`src/sv/chbd_pkg.sv`:
```
// ----------------------------------------------------------------------------
// chbd_pkg
// Types and constants shared by the chunked body end detector modules.
// ----------------------------------------------------------------------------
package chbd_pkg;

  localparam int DefCountBits = 32;
  localparam int SkipBits     = 33;
  localparam int SizeBits     = 32;

  localparam logic [2:0] PH_HEADER = 3'd0;
  localparam logic [2:0] PH_SIZE   = 3'd1;
  localparam logic [2:0] PH_SKIP   = 3'd2;
  localparam logic [2:0] PH_FINAL  = 3'd3;
  localparam logic [2:0] PH_DONE   = 3'd4;

  localparam logic [1:0] SP_WS     = 2'd0;
  localparam logic [1:0] SP_ZERO   = 2'd1;
  localparam logic [1:0] SP_DIGITS = 2'd2;
  localparam logic [1:0] SP_STOP   = 2'd3;

  localparam logic [7:0] CHAR_CR = 8'h0D;
  localparam logic [7:0] CHAR_LF = 8'h0A;

  typedef struct packed {
    logic [7:0] data_byte;
    logic       start_message;
  } item_t;

  typedef struct packed {
    logic        header_done;
    logic [31:0] body_length;
    logic        chunked_complete;
  } result_t;

  typedef struct packed {
    logic [1:0]          sps;
    logic [SizeBits-1:0] acc;
  } size_parse_t;

endpackage

```
`src/sv/chbd_in_stage.sv`:
```
// ----------------------------------------------------------------------------
// chbd_in_stage
// Input register that holds one request until the parser takes it.
// ----------------------------------------------------------------------------
module chbd_in_stage
  import chbd_pkg::*;
(
  input  logic       clk,
  input  logic       rst,
  input  logic       s_tvalid,
  output logic       s_tready,
  input  logic [7:0] s_tdata,   // data_byte
  input  logic       s_tuser,   // start_message
  output logic       item_valid,
  output item_t      item,
  input  logic       item_take
);

  logic  valid;
  item_t held;

  assign s_tready   = !valid || item_take;
  assign item_valid = valid;
  assign item       = held;

  always_ff @(posedge clk) begin
    if (rst) begin
      valid <= 1'b0;
    end else if (s_tready) begin
      valid <= s_tvalid;
    end
  end

  always_ff @(posedge clk) begin
    if (s_tready && s_tvalid) begin
      held.data_byte     <= s_tdata;
      held.start_message <= s_tuser;
    end
  end

endmodule

```
`src/sv/chbd_parser.sv`:
```
// ----------------------------------------------------------------------------
// chbd_parser
// Header terminator search, chunk-size line parsing and body byte counting.
// ----------------------------------------------------------------------------
module chbd_parser
  import chbd_pkg::*;
#(
  parameter int COUNT_BITS = DefCountBits
) (
  input  logic    clk,
  input  logic    rst,
  input  logic    fire,
  input  item_t   item,
  output result_t result
);

  logic [2:0]            phase, phase_next;
  logic [1:0]            term_match, term_match_next;
  logic                  last_was_cr, last_was_cr_next;
  logic [SizeBits-1:0]   size_acc, size_acc_next;
  logic [1:0]            size_state, size_state_next;
  logic [SkipBits-1:0]   skip_left, skip_left_next;
  logic [COUNT_BITS-1:0] body_count, body_count_next;
  logic                  complete, complete_next;

  function automatic logic is_space(input logic [7:0] b);
    is_space = (b == 8'h20) || (b >= 8'h09 && b <= 8'h0D);
  endfunction

  function automatic logic [4:0] hex_digit(input logic [7:0] b);
    // Bit 4 marks a valid digit, the low bits carry its value.
    logic [4:0] r;
    r = 5'd0;
    if (b >= "0" && b <= "9") r = {1'b1, 4'(b - "0")};
    else if (b >= "a" && b <= "f") r = {1'b1, 4'(b - "a" + 8'd10)};
    else if (b >= "A" && b <= "F") r = {1'b1, 4'(b - "A" + 8'd10)};
    hex_digit = r;
  endfunction

  function automatic logic [SizeBits-1:0] add_digit(input logic [SizeBits-1:0] acc,
                                                    input logic [3:0] d);
    if (acc[SizeBits-1 -: 4] != 4'd0) add_digit = '1;
    else add_digit = {acc[SizeBits-5:0], d};
  endfunction

  function automatic size_parse_t feed_size(input size_parse_t s, input logic [7:0] b);
    size_parse_t r;
    logic [4:0]  h;
    r = s;
    h = hex_digit(b);
    unique case (s.sps)
      SP_WS: begin
        if (!is_space(b)) begin
          if (b == "0") begin
            r.acc = '0;
            r.sps = SP_ZERO;
          end else if (h[4]) begin
            r.acc = SizeBits'(h[3:0]);
            r.sps = SP_DIGITS;
          end else begin
            r.sps = SP_STOP;
          end
        end
      end
      SP_ZERO: begin
        if (b == "x" || b == "X") begin
          r.sps = SP_DIGITS;
        end else if (h[4]) begin
          r.acc = add_digit(s.acc, h[3:0]);
          r.sps = SP_DIGITS;
        end else begin
          r.sps = SP_STOP;
        end
      end
      SP_DIGITS: begin
        if (h[4]) r.acc = add_digit(s.acc, h[3:0]);
        else r.sps = SP_STOP;
      end
      default: begin
      end
    endcase
    feed_size = r;
  endfunction

  always_comb begin
    logic [7:0]    b;
    size_parse_t   sp;
    logic [63:0]   count_wide;
    b                = item.data_byte;
    sp               = '0;
    phase_next       = phase;
    term_match_next  = term_match;
    last_was_cr_next = last_was_cr;
    size_acc_next    = size_acc;
    size_state_next  = size_state;
    skip_left_next   = skip_left;
    body_count_next  = body_count;
    complete_next    = complete;
    if (item.start_message) begin
      phase_next       = PH_HEADER;
      term_match_next  = 2'd0;
      last_was_cr_next = 1'b0;
      size_acc_next    = '0;
      size_state_next  = SP_WS;
      skip_left_next   = '0;
      body_count_next  = '0;
      complete_next    = 1'b0;
    end

    if (phase_next == PH_HEADER) begin
      if (b == (term_match_next[0] ? CHAR_LF : CHAR_CR)) begin
        if (term_match_next == 2'd3) begin
          term_match_next  = 2'd0;
          phase_next       = PH_SIZE;
          last_was_cr_next = 1'b0;
          size_acc_next    = '0;
          size_state_next  = SP_WS;
        end else begin
          term_match_next = term_match_next + 2'd1;
        end
      end else begin
        term_match_next = (b == CHAR_CR) ? 2'd1 : 2'd0;
      end
    end else begin
      if (body_count_next != '1) body_count_next = body_count_next + 1'b1;
      sp.sps = size_state_next;
      sp.acc = size_acc_next;
      unique case (phase_next)
        PH_SIZE: begin
          if (last_was_cr_next && b == CHAR_LF) begin
            // The line has ended; the size picks the next phase.
            last_was_cr_next = 1'b0;
            if (size_state_next == SP_WS || size_acc_next == '0) begin
              phase_next     = PH_FINAL;
              skip_left_next = SkipBits'(2);
            end else begin
              phase_next     = PH_SKIP;
              skip_left_next = SkipBits'(size_acc_next) + SkipBits'(2);
            end
          end else begin
            // A held CR that did not start CRLF is whitespace when leading.
            if (last_was_cr_next && sp.sps != SP_WS) sp.sps = SP_STOP;
            if (b == CHAR_CR) begin
              last_was_cr_next = 1'b1;
            end else begin
              last_was_cr_next = 1'b0;
              sp = feed_size(sp, b);
            end
            size_state_next = sp.sps;
            size_acc_next   = sp.acc;
          end
        end
        PH_SKIP: begin
          if (skip_left_next != '0) skip_left_next = skip_left_next - 1'b1;
          if (skip_left_next == '0) begin
            phase_next       = PH_SIZE;
            last_was_cr_next = 1'b0;
            size_acc_next    = '0;
            size_state_next  = SP_WS;
          end
        end
        PH_FINAL: begin
          if (skip_left_next != '0) skip_left_next = skip_left_next - 1'b1;
          if (skip_left_next == '0) begin
            complete_next = 1'b1;
            phase_next    = PH_DONE;
          end
        end
        default: begin
          phase_next = PH_DONE;
        end
      endcase
    end

    count_wide              = 64'(body_count_next);
    result.header_done      = (phase_next != PH_HEADER);
    result.body_length      = count_wide[31:0];
    result.chunked_complete = complete_next;
  end

  always_ff @(posedge clk) begin
    if (rst) begin
      phase       <= PH_HEADER;
      term_match  <= 2'd0;
      last_was_cr <= 1'b0;
      size_acc    <= '0;
      size_state  <= SP_WS;
      skip_left   <= '0;
      body_count  <= '0;
      complete    <= 1'b0;
    end else if (fire) begin
      phase       <= phase_next;
      term_match  <= term_match_next;
      last_was_cr <= last_was_cr_next;
      size_acc    <= size_acc_next;
      size_state  <= size_state_next;
      skip_left   <= skip_left_next;
      body_count  <= body_count_next;
      complete    <= complete_next;
    end
  end

endmodule

```
`src/sv/chbd_out_stage.sv`:
```
// ----------------------------------------------------------------------------
// chbd_out_stage
// Result register that holds one status word until the sink takes it.
// ----------------------------------------------------------------------------
module chbd_out_stage
  import chbd_pkg::*;
(
  input  logic        clk,
  input  logic        rst,
  input  logic        load,
  output logic        load_ready,
  input  result_t     result,
  output logic        m_tvalid,
  input  logic        m_tready,
  output logic [39:0] m_tdata   // header_done, body_length, chunked_complete, zero pad
);

  logic    valid;
  result_t held;

  assign load_ready = !valid || m_tready;
  assign m_tvalid   = valid;
  assign m_tdata    = {6'd0, held.chunked_complete, held.body_length, held.header_done};

  always_ff @(posedge clk) begin
    if (rst) begin
      valid <= 1'b0;
    end else if (load_ready) begin
      valid <= load;
    end
  end

  always_ff @(posedge clk) begin
    if (load) begin
      held <= result;
    end
  end

endmodule

```
`src/sv/http_chunked_body_end_detector.sv`:
```
// ----------------------------------------------------------------------------
// http_chunked_body_end_detector
// Tracks the end of an HTTP request header and of a chunked body, byte by byte.
// ----------------------------------------------------------------------------
// Each accepted byte yields one status word: whether the header terminator has
// been seen, the saturating count of body bytes, and whether the final zero
// chunk with its trailing bytes has arrived. A request with start_message set
// clears all parser state first. The block takes one byte every cycle while the
// sink keeps m_tready high. A byte waits in the input register until it is
// taken; the parser state and the result register then update together. The
// parser state is updated for each byte in a single step, which sets that rate.
// While a status word waits at the output, one more byte can be held in the
// input register before s_tready drops.
module http_chunked_body_end_detector
  import chbd_pkg::*;
#(
  parameter int COUNT_BITS = DefCountBits
) (
  input  logic        clk,
  input  logic        rst,
  input  logic        s_tvalid,
  output logic        s_tready,
  input  logic [7:0]  s_tdata,   // data_byte
  input  logic        s_tuser,   // start_message
  output logic        m_tvalid,
  input  logic        m_tready,
  output logic [39:0] m_tdata    // header_done, body_length[31:0], chunked_complete
);

  logic    item_valid;
  item_t   item;
  logic    fire;
  logic    out_ready;
  result_t result;

  assign fire = item_valid && out_ready;

  chbd_in_stage u_in (
    .clk        (clk),
    .rst        (rst),
    .s_tvalid   (s_tvalid),
    .s_tready   (s_tready),
    .s_tdata    (s_tdata),
    .s_tuser    (s_tuser),
    .item_valid (item_valid),
    .item       (item),
    .item_take  (fire)
  );

  chbd_parser #(
    .COUNT_BITS (COUNT_BITS)
  ) u_parser (
    .clk    (clk),
    .rst    (rst),
    .fire   (fire),
    .item   (item),
    .result (result)
  );

  chbd_out_stage u_out (
    .clk        (clk),
    .rst        (rst),
    .load       (fire),
    .load_ready (out_ready),
    .result     (result),
    .m_tvalid   (m_tvalid),
    .m_tready   (m_tready),
    .m_tdata    (m_tdata)
  );

endmodule

```
`config.mk`:
```
export PLATFORM = sky130hd
export DESIGN_NAME = http_chunked_body_end_detector
export DESIGN_NICKNAME = d
export VERILOG_FILES = /design/src/sv/chbd_pkg.sv /design/src/sv/chbd_in_stage.sv /design/src/sv/chbd_parser.sv /design/src/sv/chbd_out_stage.sv /design/src/sv/http_chunked_body_end_detector.sv
export SDC_FILE = /design/constraint.sdc
export NUM_CORES = 1
export LEC_CHECK = 0
export BUFFER_PORTS_ARGS = -buffer_cell sky130_fd_sc_hd__buf_2
export CELL_PAD_IN_SITES_DETAIL_PLACEMENT = 0
export CELL_PAD_IN_SITES_GLOBAL_PLACEMENT = 1
export CORE_MARGIN = 10
export CORE_UTILIZATION = 35
export DETAILED_ROUTE_END_ITERATION = 8
export PLACE_DENSITY = 0.65
export SETUP_SLACK_MARGIN = 0.5
export SLEW_MARGIN = 20
export SYNTH_ARGS = -nofsm -noshare
export SYNTH_HDL_FRONTEND = slang
export SYNTH_SLANG_ARGS = --single-unit
```
`constraint.sdc`:
```
create_clock -name clk -period 8.3 [get_ports clk]
set_input_delay 2.075 -clock clk [delete_from_list [all_inputs] [get_ports clk]]
set_output_delay 2.075 -clock clk [all_outputs]
set_load 0.005 [all_outputs]
```
==> impl_metrics.json <==
{
  "status": "complete, no violations",
  "dpl.cell_count": 1687,
  "top_layer": "met4",
  "antenna_found_initial": 0,
  "ys_top_cells_by_area": "dfxtp_1 (21%), edfxtp_1 (13%), nor2_1 (5.4%)",
  "fin_crit_sh_pct": 66.8,
  "hold_buffers": 0,
  "ys_seq_elements": 151,
  "io_buffers": 48,
  "route.met2.wl_um": 16500,
  "viasPerCell": 5.99,
  "post_cts_buffers": 0,
  "synth_edf_count": 43,
  "cts-root-buf": "clkbuf_16",
  "rows": 62,
  "cts_sinks": 151,
  "post_cts_resize_count": 0,
  "layout.cells.non_filler": 1719,
  "cp_common_cell": "a21oi_1",
  "grt_pass1_vias": 9623,
  "dp_hpwl_um": 25200,
  "wl_met1_um": 17000,
  "r2r_cells": 12,
  "dieArea_mm2": 0.0364,
  "yosysTopAreaCellShare_pct": 21.2,
  "place_worst_setup_slack_ns": 2.82,
  "dr_wl_met3_um": 2170,
  "grt_overflow": 0,
  "grt_pass1_wl_um": 57000,
  "vdd.ir_drop.worst_mv": 0.0993,
  "yosys.area.top_type": "dfxtp_1",
  "ios": 55,
  "yosys_warnings": 0,
  "drv_cap": 0,
  "slew_violations": 0,
  "fillCellCount": 3080,
  "timing.rr.start": "u_in.item[0]",
  "routedWlPerCell_um": 21.1,
  "vias": 10300,
  "yosysSeqAreaShare_pct": 33.9,
  "cts_tree": "yes",
  "first_iter_violations": 1032,
  "htree_levels": 4,
  "numCtsBuffers": 17,
  "startpoint_type": "flip-flop",
  "slowest_delay_ns": 0.86,
  "p_per_area_mw_per_mm2": 152,
  "fin_crit_ns": 5.55,
  "syn-cell-area_mm2": 0.0102,
  "synth_flop_cell": "dfxtp_1",
  "dieWidth_um": 191,
  "drtAntennaViolNets": 0,
  "grt_max_degree": 132,
  "core-area_mm2": 0.0287,
  "setup_ws_ns": 2.75,
  "syn_to_final_growth_pct": 10.7,
  "endpoint_kind": "flip-flop",
  "startpoint": "u_in.item[0]",
  "drc": 0,
  "path_max_fanout": 20,
  "fmax_mhz": 180,
  "tns_ns": 0,
  "drtPass1Iterations": 5,
  "syn-instance-count": 1326,
  "relSlewSlack_pct": 34.3,
  "hold_viol": 0,
  "holdCritPathClass": "flip-flop to flip-flop",
  "synthArstFlopShare_pct": 0,
  "crit_type": "flip-flop to flip-flop",
  "synth.avg_cell_area_um2": 7.69,
  "whs_path_depth": 2,
  "diodes": 0,
  "drive_above_1_share_pct": 9.44,
  "arrival_ns": 5.83,
  "min_from": "u_parser.term_match[1]",
  "multi_input_area_mm2": 0.00623,
  "register_area_mm2": 0.00345,
  "layout.nets": 1348,
  "wirelength_um": 36300,
  "ys_types": 82,
  "initial_utilization_pct": 35.5,
  "hold_slack_ns": 0.450,
  "grt_use_total_pct": 19.6,
  "cp.required_ns": 8.58,
  "clock_skew_ns": 0.0199,
  "clk_latency_ns": 0.45,
  "rsz0062_at_grt": "no",
  "setup_violations": 0,
  "slowest_stage": "edfxtp_1",
  "clkTransAtPathRegs_ns": 0.08,
  "p_leak_uw": 0.00368,
  "cp_cell_sequence": "or2b_1 > ha_1 > nor3b_1 > and4_1 > a21oi_1 > nor2_1 > a21oi_1 > or4_1 > nor4b_4 > nand3_2 > a31oi_1 > o21ai_0",
  "gp_congestion": 0.981,
  "fp.dieH_um": 191,
  "tightest_slew_ns": 0.982,
  "cts_buffer_depth": 2
}
-- power breakdown --
| group | internal, uW | leakage [uW] | switching [uW] |
|---|---|---|---|
| Sequential | 769 | 0.00127 | 9.44 |
| Combinational | 36.5 | 0.00213 | 85.7 |
| Clock | 452 | 0.000277 | 361 |
| Total | 1260 | 0.00368 | 456 |
-- sequential cells by signal, summed over array words and instances (netlist names) --
name and cells:
u_parser.size_acc 32, u_out.m_tvalid 1, u_parser.last_was_cr 1, u_parser.skip_left 33, u_out.m_tdata 34, u_parser.complete 1
u_parser.body_count 32, u_in.item 9, u_parser.term_match 2, u_in.item_valid 1, u_parser.size_state 2, u_parser.phase 3
-- Yosys cell counts, drive strengths merged, types with 4 or more instances --
cell type,number
nand3,47
o211ai,6
o21a,9
a22oi,49
nand2b,10
o22ai,15
inv,38
a2111oi,4
a221oi,5
edfxtp,43
xor2,17
a31oi,22
clkbuf,75
ha,13
a211oi,11
a32oi,4
nor4,29
or3,16
a32o,4
o21ai,103
and4,10
nor3,40
nand4,21
nor2b,24
xnor2,44
o21ba,6
buf,19
dfxtp,108
o32ai,6
nor2,148
o311ai,4
a311oi,12
o31ai,7
and2,16
nor3b,9
mux2,5
or2,7
a21oi,106
and3,16
o221ai,4
nand2,129
or4,13
and3b,4
-- final cells by class --
| type | count | share of cell area (%) |
|---|---|---|
| tap | 384 | 4.26 |
| clock buffer | 18 | 3.80 |
| inverter | 38 | 1.27 |
| multi-input combinational | 1048 | 55.2 |
| timing repair buffer | 66 | 3.44 |
| sequential | 151 | 30.6 |
| clock inverter | 14 | 1.44 |
-- cells by family (layout without fill, tap and decap cells) --
kind of cell / after synthesis / after routing / share of synthesized area [%]
other cells: 1 / 6 / 0.0368
flops: 151 / 151 / 33.9
fa+ha+maj: 13 / 13 / 1.60
compound gates: 405 / 405 / 25.3
xor+xnor: 61 / 61 / 5.24
mux: 8 / 8 / 0.847
simple gates: 555 / 555 / 27.8
buf+inv: 132 / 136 / 5.28
-- per-layer routing --
layer / vias to the layer above / GRT usage [%]
li1: 4895 / -
met1: 4971 / 27.6
met2: 377 / 30.2
met3: 47 / 3.22
met4: 0 / 5.81
met5: - / 0
-- path summary, 6_finish.rpt --
path              slack, ns                     end
hold reg to reg        0.45  u_parser.term_match[1]
setup reg to reg       2.75    u_parser.size_acc[0]
hold / removal         0.45  u_parser.term_match[1]
setup / recovery       2.75    u_parser.size_acc[0]
-- critical path, delay by kind of cell, from the launching register on --
| family | cells | cell delay [ns] |
|---|---|---|
| simple gates | 7 | 2.82 |
| compound gates | 4 | 1.29 |
| flops | 1 | 0.86 |
| fa+ha+maj | 1 | 0.39 |
-- placed cells by master (no fill, tap or decap), types with 7 or more instances in the layout --
| master | count |
|---|---|
| nor2_1 | 148 |
| nand2_1 | 129 |
| dfxtp_1 | 108 |
| a21oi_1 | 106 |
| o21ai_0 | 100 |
| a22oi_1 | 49 |
| buf_2 | 48 |
| nand3_1 | 46 |
| xnor2_1 | 44 |
| edfxtp_1 | 43 |
| nor3_1 | 38 |
| inv_1 | 36 |
| nor4_1 | 27 |
| nor2b_1 | 24 |
| a31oi_1 | 22 |
| nand4_1 | 21 |
| xor2_1 | 17 |
| clkbuf_16 | 17 |
| buf_4 | 17 |
| and3_1 | 16 |
| or3_1 | 16 |
| and2_1 | 15 |
| o22ai_1 | 15 |
| ha_1 | 13 |
| a311oi_1 | 12 |
| a211oi_1 | 11 |
| nand2b_1 | 10 |
| or4_1 | 10 |
| and4_1 | 10 |
| nor3b_1 | 9 |
| o21a_1 | 9 |
| o31ai_1 | 7 |
-- through the flow --
stage	power, uW	util, %	cell area (um^2)
2_1_floorplan	875	-	10200
3_3_place_gp	917	37.2	10700
3_5_place_dp	917	37.2	10700
4_1_cts	1730	39.3	11300
5_1_grt	1770	39.3	11300
6_report	1710	39.3	11300
Note: power is estimated with default switching activity, not from simulation.
